File: config.mk
export PLATFORM = sky130hd
export DESIGN_NAME = dual_wheel_tachometer
export DESIGN_NICKNAME = d
export VERILOG_FILES = /design/src/rtl/dwt_pkg.sv /design/src/rtl/dual_wheel_tachometer.sv /design/src/rtl/dwt_ctrl.sv /design/src/rtl/dwt_datapath.sv
export SDC_FILE = /design/constraint.sdc
export NUM_CORES = 2
export LEC_CHECK = 0
export BUFFER_PORTS_ARGS = -buffer_cell sky130_fd_sc_hd__buf_2
export CORE_ASPECT_RATIO = 1.25
export CORE_UTILIZATION = 52
export DETAILED_ROUTE_END_ITERATION = 16
export PLACE_DENSITY_LB_ADDON = 0.1
export SLEW_MARGIN = 20
export SYNTH_ARGS = -nofsm -noshare
export SYNTH_HDL_FRONTEND = slang
export SYNTH_SLANG_ARGS = --single-unit
File: constraint.sdc
create_clock -name clk_i -period 8.9 [get_ports clk_i]
set_input_delay 1.335 -clock clk_i [delete_from_list [all_inputs] [get_ports clk_i]]
set_output_delay 1.335 -clock clk_i [all_outputs]
set_load 0.01 [all_outputs]
File: src/rtl/dwt_pkg.sv
// ----------------------------------------------------------------------------
// dwt_pkg
// Shared types and constants for the two-wheel encoder tachometer.
// ----------------------------------------------------------------------------
package dwt_pkg;

  // Field and register widths
  localparam int unsigned RPM_W    = 32;
  localparam int unsigned TMO_W    = 32;
  localparam int unsigned DPE_W    = 16;
  localparam int unsigned CFG_W    = 32;
  localparam int unsigned CFG_IDX_W = 2;
  localparam int unsigned COUNT_W  = 32;
  localparam int unsigned SPEED_W  = 32;
  localparam int unsigned TRAVEL_W = 48;
  localparam int unsigned OUT_W    = 2 * (SPEED_W + TRAVEL_W);
  localparam int unsigned IN_W     = 8;

  // Divider: dividend is rpm_numerator * 16, one quotient bit per step
  localparam int unsigned DIV_W    = RPM_W + 4;
  localparam int unsigned STEP_W   = 6;
  localparam logic [STEP_W-1:0] STEP_LAST = STEP_W'(DIV_W - 1);

  // Register indexes
  localparam logic [CFG_IDX_W-1:0] REG_RPM_NUM  = 2'd0;
  localparam logic [CFG_IDX_W-1:0] REG_TIMEOUT  = 2'd1;
  localparam logic [CFG_IDX_W-1:0] REG_DIST_PER = 2'd2;

  // Register reset values
  localparam logic [RPM_W-1:0] RPM_NUM_RST  = 32'd133333333;
  localparam logic [TMO_W-1:0] TIMEOUT_RST  = 32'd20000000;
  localparam logic [DPE_W-1:0] DIST_PER_RST = 16'd640;

  // Input item kinds (tuser)
  localparam logic ACT_TICK   = 1'b0;
  localparam logic ACT_REPORT = 1'b1;

  typedef enum logic [2:0] {
    ST_IDLE,
    ST_DIV_L,
    ST_START_R,
    ST_DIV_R,
    ST_DONE
  } state_e;

  // Controller to datapath
  typedef struct packed {
    logic tick_en;
    logic mul_en;
    logic div_start;
    logic div_step;
    logic sel_right;
    logic store_left;
    logic load_out;
  } dwt_cmd_t;

  // Datapath to controller
  typedef struct packed {
    logic div_last;
  } dwt_status_t;

endpackage

File: src/rtl/dual_wheel_tachometer.sv
// ----------------------------------------------------------------------------
// dual_wheel_tachometer
// Two-wheel encoder period tachometer: edge counting per tick, speed and
// travel for both wheels on a report request.
// ----------------------------------------------------------------------------
// Channel   Dir  Payload
// s_axis    in   tuser: action; tdata: left_level, right_level
// m_axis    out  tdata: left_speed, left_travel, right_speed, right_travel
// cfg       in   cfg_idx_i selects register, cfg_data_i value, cfg_we_i strobe
//
// Ticks may arrive back to back while no report is in progress.
// A report runs the shared restoring divider, which yields one quotient bit
// per cycle over 36 bits, once per wheel.
// Reset clears wheel edge state and loads register defaults; no clearing pass.
// A waiting result does not block ticks; a finished report holds until the
// output register is free.
// ----------------------------------------------------------------------------
module dual_wheel_tachometer
  import dwt_pkg::*;
#(
  parameter int unsigned COUNTER_WIDTH = 32
) (
  input  logic                 clk_i,
  input  logic                 rst_ni,
  // configuration write port
  input  logic                 cfg_we_i,
  input  logic [CFG_IDX_W-1:0] cfg_idx_i,
  input  logic [CFG_W-1:0]     cfg_data_i,
  // input stream
  input  logic                 s_axis_tvalid,
  output logic                 s_axis_tready,
  input  logic [IN_W-1:0]      s_axis_tdata,  // [0] left_level, [1] right_level
  input  logic                 s_axis_tuser,  // [0] action
  // output stream
  output logic                 m_axis_tvalid,
  input  logic                 m_axis_tready,
  output logic [OUT_W-1:0]     m_axis_tdata   // left_speed, left_travel,
                                              // right_speed, right_travel
);

  dwt_cmd_t    cmd;
  dwt_status_t status;

  dwt_ctrl u_ctrl (
    .clk_i      (clk_i),
    .rst_ni     (rst_ni),
    .s_valid_i  (s_axis_tvalid),
    .s_action_i (s_axis_tuser),
    .s_ready_o  (s_axis_tready),
    .m_ready_i  (m_axis_tready),
    .m_valid_o  (m_axis_tvalid),
    .cmd_o      (cmd),
    .status_i   (status)
  );

  dwt_datapath #(
    .COUNTER_WIDTH (COUNTER_WIDTH)
  ) u_datapath (
    .clk_i         (clk_i),
    .rst_ni        (rst_ni),
    .cfg_we_i      (cfg_we_i),
    .cfg_idx_i     (cfg_idx_i),
    .cfg_data_i    (cfg_data_i),
    .left_level_i  (s_axis_tdata[0]),
    .right_level_i (s_axis_tdata[1]),
    .cmd_i         (cmd),
    .status_o      (status),
    .out_data_o    (m_axis_tdata)
  );

endmodule

File: src/rtl/dwt_ctrl.sv
// ----------------------------------------------------------------------------
// dwt_ctrl
// Sequencer for tick and report transactions and the output valid flag.
// ----------------------------------------------------------------------------
module dwt_ctrl
  import dwt_pkg::*;
(
  input  logic        clk_i,
  input  logic        rst_ni,
  input  logic        s_valid_i,
  input  logic        s_action_i,
  output logic        s_ready_o,
  input  logic        m_ready_i,
  output logic        m_valid_o,
  output dwt_cmd_t    cmd_o,
  input  dwt_status_t status_i
);

  state_e state_q, state_d;
  logic   out_valid_q, out_valid_d;

  // State and output valid registers
  always_ff @(posedge clk_i or negedge rst_ni) begin
    if (!rst_ni) begin
      state_q     <= ST_IDLE;
      out_valid_q <= 1'b0;
    end else begin
      state_q     <= state_d;
      out_valid_q <= out_valid_d;
    end
  end

  // Next state and commands
  always_comb begin
    state_d   = state_q;
    s_ready_o = 1'b0;
    cmd_o     = '0;
    unique case (state_q)
      ST_IDLE: begin
        s_ready_o = 1'b1;
        if (s_valid_i) begin
          if (s_action_i == ACT_TICK) begin
            cmd_o.tick_en = 1'b1;
          end else begin
            cmd_o.mul_en    = 1'b1;
            cmd_o.div_start = 1'b1;
            state_d         = ST_DIV_L;
          end
        end
      end
      ST_DIV_L: begin
        cmd_o.div_step = 1'b1;
        if (status_i.div_last) state_d = ST_START_R;
      end
      ST_START_R: begin
        cmd_o.store_left = 1'b1;
        cmd_o.div_start  = 1'b1;
        cmd_o.sel_right  = 1'b1;
        state_d          = ST_DIV_R;
      end
      ST_DIV_R: begin
        cmd_o.div_step  = 1'b1;
        cmd_o.sel_right = 1'b1;
        if (status_i.div_last) state_d = ST_DONE;
      end
      ST_DONE: begin
        // wait for the output slot to free up
        if (!out_valid_q || m_ready_i) begin
          cmd_o.load_out = 1'b1;
          state_d        = ST_IDLE;
        end
      end
      default: state_d = ST_IDLE;
    endcase
  end

  // Output register valid
  always_comb begin
    if (cmd_o.load_out) out_valid_d = 1'b1;
    else if (m_ready_i) out_valid_d = 1'b0;
    else                out_valid_d = out_valid_q;
  end

  assign m_valid_o = out_valid_q;

endmodule

File: src/rtl/dwt_datapath.sv
// ----------------------------------------------------------------------------
// dwt_datapath
// Edge counters, config registers, travel multipliers, shared restoring
// divider and the output data register.
// ----------------------------------------------------------------------------
module dwt_datapath
  import dwt_pkg::*;
#(
  parameter int unsigned COUNTER_WIDTH = 32
) (
  input  logic                 clk_i,
  input  logic                 rst_ni,
  input  logic                 cfg_we_i,
  input  logic [CFG_IDX_W-1:0] cfg_idx_i,
  input  logic [CFG_W-1:0]     cfg_data_i,
  input  logic                 left_level_i,
  input  logic                 right_level_i,
  input  dwt_cmd_t             cmd_i,
  output dwt_status_t          status_o,
  output logic [OUT_W-1:0]     out_data_o
);

  localparam int unsigned CW    = COUNTER_WIDTH;
  localparam int unsigned CMP_W = (CW > TMO_W) ? CW : TMO_W;

  // Configuration registers
  logic [RPM_W-1:0] rpm_num_q;
  logic [TMO_W-1:0] timeout_q;
  logic [DPE_W-1:0] dist_per_q;

  always_ff @(posedge clk_i or negedge rst_ni) begin
    if (!rst_ni) begin
      rpm_num_q  <= RPM_NUM_RST;
      timeout_q  <= TIMEOUT_RST;
      dist_per_q <= DIST_PER_RST;
    end else if (cfg_we_i) begin
      unique case (cfg_idx_i)
        REG_RPM_NUM:  rpm_num_q  <= cfg_data_i[RPM_W-1:0];
        REG_TIMEOUT:  timeout_q  <= cfg_data_i[TMO_W-1:0];
        REG_DIST_PER: dist_per_q <= cfg_data_i[DPE_W-1:0];
        default: ;
      endcase
    end
  end

  // Per-wheel edge state, index 0 left, 1 right
  logic [1:0]               prev_q;
  logic [1:0][CW-1:0]       elapsed_q;
  logic [1:0][CW-1:0]       period_q;
  logic [1:0][COUNT_W-1:0]  count_q;
  logic [1:0]               level;
  logic [1:0][CW-1:0]       next_cnt;
  logic [1:0]               rise;
  logic [1:0]               zero_spd;

  assign level = {right_level_i, left_level_i};

  always_comb begin
    for (int i = 0; i < 2; i++) begin
      next_cnt[i] = (&elapsed_q[i]) ? elapsed_q[i] : elapsed_q[i] + CW'(1);
      rise[i]     = level[i] & ~prev_q[i];
      zero_spd[i] = (period_q[i] == '0) ||
                    (CMP_W'(elapsed_q[i]) >= CMP_W'(timeout_q));
    end
  end

  always_ff @(posedge clk_i or negedge rst_ni) begin
    if (!rst_ni) begin
      prev_q    <= '0;
      elapsed_q <= '0;
      period_q  <= '0;
      count_q   <= '0;
    end else if (cmd_i.tick_en) begin
      for (int i = 0; i < 2; i++) begin
        prev_q[i] <= level[i];
        if (rise[i]) begin
          period_q[i]  <= next_cnt[i];
          elapsed_q[i] <= '0;
          count_q[i]   <= count_q[i] + COUNT_W'(1);
        end else begin
          elapsed_q[i] <= next_cnt[i];
        end
      end
    end
  end

  // Travel: one 32x16 product per wheel, registered
  logic [1:0][TRAVEL_W-1:0] travel_q;

  always_ff @(posedge clk_i) begin
    if (cmd_i.mul_en) begin
      for (int i = 0; i < 2; i++) begin
        travel_q[i] <= TRAVEL_W'(count_q[i]) * TRAVEL_W'(dist_per_q);
      end
    end
  end

  // Restoring divider, one quotient bit per step
  logic [STEP_W-1:0] step_q;
  logic [DIV_W-1:0]  quo_q;
  logic [CW-1:0]     rem_q;
  logic [CW-1:0]     dvsr_q;
  logic              zero_q;
  logic [CW:0]       trial;
  logic [CW:0]       diff;
  logic              fits;

  assign trial = {rem_q, quo_q[DIV_W-1]};
  assign diff  = trial - {1'b0, dvsr_q};
  assign fits  = trial >= {1'b0, dvsr_q};

  always_ff @(posedge clk_i or negedge rst_ni) begin
    if (!rst_ni) begin
      step_q <= '0;
    end else if (cmd_i.div_start) begin
      step_q <= '0;
    end else if (cmd_i.div_step) begin
      step_q <= step_q + STEP_W'(1);
    end
  end

  always_ff @(posedge clk_i) begin
    if (cmd_i.div_start) begin
      quo_q  <= {rpm_num_q, 4'b0000};
      rem_q  <= '0;
      dvsr_q <= cmd_i.sel_right ? period_q[1] : period_q[0];
      zero_q <= cmd_i.sel_right ? zero_spd[1] : zero_spd[0];
    end else if (cmd_i.div_step) begin
      quo_q <= {quo_q[DIV_W-2:0], fits};
      rem_q <= fits ? diff[CW-1:0] : trial[CW-1:0];
    end
  end

  assign status_o.div_last = (step_q == STEP_LAST);

  // Speed: forced zero or saturated quotient
  logic [SPEED_W-1:0] speed_now;
  logic [SPEED_W-1:0] speed_l_q;

  always_comb begin
    if (zero_q)                    speed_now = '0;
    else if (|quo_q[DIV_W-1:SPEED_W]) speed_now = '1;
    else                           speed_now = quo_q[SPEED_W-1:0];
  end

  always_ff @(posedge clk_i) begin
    if (cmd_i.store_left) speed_l_q <= speed_now;
  end

  // Output data register
  logic [OUT_W-1:0] out_q;

  always_ff @(posedge clk_i) begin
    if (cmd_i.load_out) out_q <= {travel_q[1], speed_now, travel_q[0], speed_l_q};
  end

  assign out_data_o = out_q;

endmodule
==> run summary <==
R2R Path Start: u_datapath.dist_per_q[7]$_DFFE_PN1P_
Setup CP Type: flop to flop
Hold/Removal Path Class: flop to flop
Ports: 210
CTS Buffer Depth: 3
CP max FO: 31
Die ar.: 119000 µm²
RSZ-0062 raised after global routing: no
Clock Sinks: 673
Share of layout cells above drive strength 1: 9.09%
Per-cell routed wire length: 19.6 µm
Final hold violations: 0
RR Endpoint: u_datapath.travel_q[47]$_DFFE_PP_
Multi-input combinational cell area: 38100 µm²
Status: finished, final reports clean
Fillers: 10400
Register area: 18500 µm²
Synth Instances: 6139
Synth Cell Area: 61400 µm²
Post-synthesis cell type count: 77
Final Wtd Congestion: 0.910
Clk_skew: 0.0490 ns
Hold path cells: 0
Leak pwr: 30.5 nW
Buf/Inv on CP: 4
Skew-Pair Late Insertion Delay: 0.70 ns
Vias in the first global route: 44600
Slowest cell on crit path: dfstp_2
Synth Warn #: 0
Yosys top cell area share: 27.3%
Via count: 42500
Post-route cell area: 66100 µm²
DR iter-0 viols: 2418
Chip height: 386 µm
Routed WL: 152000 µm
Starting Density: 52.6%
Crit path largest cell delay: 1.13 ns
Hold bufs inserted after CTS: 0
Final Non-Filler Cells: 7762
Commonest non-fill, non-tap cell in the layout: inv_1
Die width: 309 µm
R2R Setup Slk: 0.96 ns
Top post-synthesis cells by area: fa_1, edfxtp_1, dfrtp_1, ha_1, inv_1
Most frequent cells in the layout: inv_1, nand2_1, fa_1
Drt pass-1 iters: 6
Port Buffers: 203
GR Util All Layers: 26.4%
Minimum clock period: 7.94 ns
Register area share after synthesis: 30.1%
Final core occ: 56.6%
Post-CTS setup buffers: 0
Ys flop type: edfxtp_1
Max_slew headroom: 25.4%
Family with the most delay on the worst path: adder cells
Critical Path AT: 8.43 ns
CP dominant cell by count: fa_1
Largest net degree at the start of global routing: 91
CP Cell Sequence: buf_4, nand2_1, fa_1, inv_1, fa_1, fa_1, fa_1, fa_1, inv_1, fa_1, inv_1, ha_1, and3_1, a21boi_0, o21ai_0, o211ai_1, a311oi_1, nor2b_1, o21ai_0, a211oi_1
Worst slew pin tran: 1.12 ns
Hold_ws: 0.411 ns
Cts repair resizes: 0
CP endpoint kind: flop
Final #Nets: 7364
Post-synth top area cell: fa_1
Required @ worst endpoint: 9.39 ns
Mean post-synth cell area: 10.0 µm²
Detailed placer's ending HPWL: 115000 µm
Num CTS Buffers: 73
Core area: 117000 µm²
Placed cell areas: 63700 µm²
ANT nets after route: 0
Grt ovf: 0
PD cells: 172 nW/µm²
Ys async rst share: 42.2%
Residual DRC: 0
Endpoint, Worst Hold: u_datapath.out_data_o[63]$_DFFE_PP_
Layout area overhead: 7.70%
EDFF count, synth: 353
Fmax: 0.126 GHz
Fin Setup TNS: 0 ns
CTS tree: built
DR vias/cell: 5.47
Global-route wire length before repair: 244000 µm
Antenna violations before repair: 7
CP Launch Type: flop
Clk slew on worst S/H paths: 0.06 ns
Max-cap viol count: 0
FP Rows: 140
Hold path start: u_datapath.travel_q[31]$_DFFE_PP_
Cells after DPL: 7624
Htree depth: 3
Pins Over Slew Limit: 0
Yosys reg bits: 673
Reg2reg path depth: 20
Root Buffer: clkbuf_16
Final Cycle Share: 89.2%
Setup-failing EPs final: 0
Syn_nets: 7365
Worst vdd ir: 0.000190 V
==> worst reg2reg max path: cells and delay by family, from the launching register on <==
kind / cells / cell delay, ns
adder cells (fa/ha/maj): 7 / 3.49
AO/OA/AOI/OAI: 6 / 1.74
flip-flops: 1 / 1.13
AND/OR/NAND/NOR: 3 / 0.73
buffers and inverters: 4 / 0.64
==> metrics by stage <==
| step | worst slack (ns) | power, W |
|---|---|---|
| after CTS | 0.992 | 0.0115 |
| after floorplan | 2.19 | 0.00713 |
| final | 0.957 | 0.0114 |
| after global routing | 0.616 | 0.0121 |
| after detailed placement | 1.05 | 0.00830 |
| after global placement | 1.12 | 0.00824 |
==> per-layer routing <==
layer  share of wire, %  vias to the layer above  global-route usage, %
met5              0.018                        -                      0
met4                3.1                        4                   9.46
met3                4.3                      270                   2.93
met2                 53                      940                   48.2
met1                 40                    21800                   32.2
li1                   -                    19500                      -
==> sequential cells by signal (all words and copies together), names as in the netlist, 16 cells and up <==
signal	cells
u_datapath.count_q	64
u_datapath.dist_per_q	16
u_datapath.dvsr_q	32
u_datapath.elapsed_q	64
u_datapath.out_data_o	160
u_datapath.period_q	64
u_datapath.quo_q	36
u_datapath.rem_q	32
u_datapath.rpm_num_q	32
u_datapath.speed_l_q	32
u_datapath.timeout_q	32
u_datapath.travel_q	96
==> cell usage after synthesis (12+ instances only) <==
| cell | n |
|---|---|
| nor2_1 | 267 |
| nand2b_1 | 16 |
| a211oi_1 | 17 |
| o211ai_1 | 12 |
| o21bai_1 | 16 |
| and3_1 | 56 |
| nor3_1 | 27 |
| and4_1 | 13 |
| clkbuf_1 | 322 |
| ha_1 | 341 |
| mux2i_1 | 12 |
| o21a_1 | 18 |
| and2_1 | 432 |
| nand3_1 | 68 |
| nand4_1 | 60 |
| dfstp_2 | 24 |
| a21oi_1 | 243 |
| xnor2_1 | 157 |
| nor4_1 | 25 |
| dfrtp_1 | 260 |
| fa_1 | 837 |
| a21o_1 | 96 |
| o21ai_0 | 186 |
| nor2b_1 | 20 |
| xor2_1 | 80 |
| nand2_1 | 839 |
| buf_1 | 20 |
| o31ai_1 | 33 |
| a22o_1 | 37 |
| edfxtp_1 | 353 |
| dfxtp_1 | 36 |
| mux2_2 | 115 |
| inv_1 | 968 |
| a31oi_1 | 27 |
==> worst max-delay path by stage <==
| stage | slack (ns) | to | from | depth (start not counted) |
|---|---|---|---|---|
| after CTS | 0.99 | u_datapath.travel_q[47]$_DFFE_PP_ | u_datapath.dist_per_q[1]$_DFFE_PN0P_ | 20 |
| after floorplan | 2.19 | u_datapath.travel_q[89]$_DFFE_PP_ | u_datapath.dist_per_q[7]$_DFFE_PN1P_ | 24 |
| after detailed placement | 1.05 | u_datapath.travel_q[89]$_DFFE_PP_ | u_datapath.dist_per_q[3]$_DFFE_PN0P_ | 22 |
| final | 0.96 | u_datapath.travel_q[47]$_DFFE_PP_ | u_datapath.dist_per_q[7]$_DFFE_PN1P_ | 20 |
| after global routing | 0.62 | u_datapath.travel_q[47]$_DFFE_PP_ | u_datapath.dist_per_q[7]$_DFFE_PN1P_ | 22 |
| after global placement | 1.12 | u_datapath.travel_q[47]$_DFFE_PP_ | u_datapath.dist_per_q[7]$_DFFE_PN1P_ | 21 |
==> power by group <==
part           switching (W)  internal (W)
Combinational        0.00217       0.00150
Sequential          0.000630       0.00397
Clock                0.00138       0.00172
Total                0.00418       0.00719
==> cells by family (layout without fill, tap and decap cells) <==
family	after synthesis	count (layout)	share of synthesized area [%]
and+or+nand+nor	1856	1856	14.4
buffers and inverters	1317	1375	8.06
adders and majority gates	1178	1178	34.2
AOI/OAI and AO/OA	751	751	7.62
DFF	673	673	30.1
xor gates and xnor gates	237	237	3.38
muxes	127	127	2.30
other	0	3	0
==> final cells by class <==
cell class	count	area share [%]
Inverter	969	5.50
Clock buffer	98	3.05
Antenna cell	3	0.0113
Multi-Input combinational cell	4149	57.5
Tap cell	1562	2.95
Timing Repair Buffer	272	2.36
Sequential cell	673	27.9
Clock inverter	36	0.639
(Power assumes the default switching activity.)
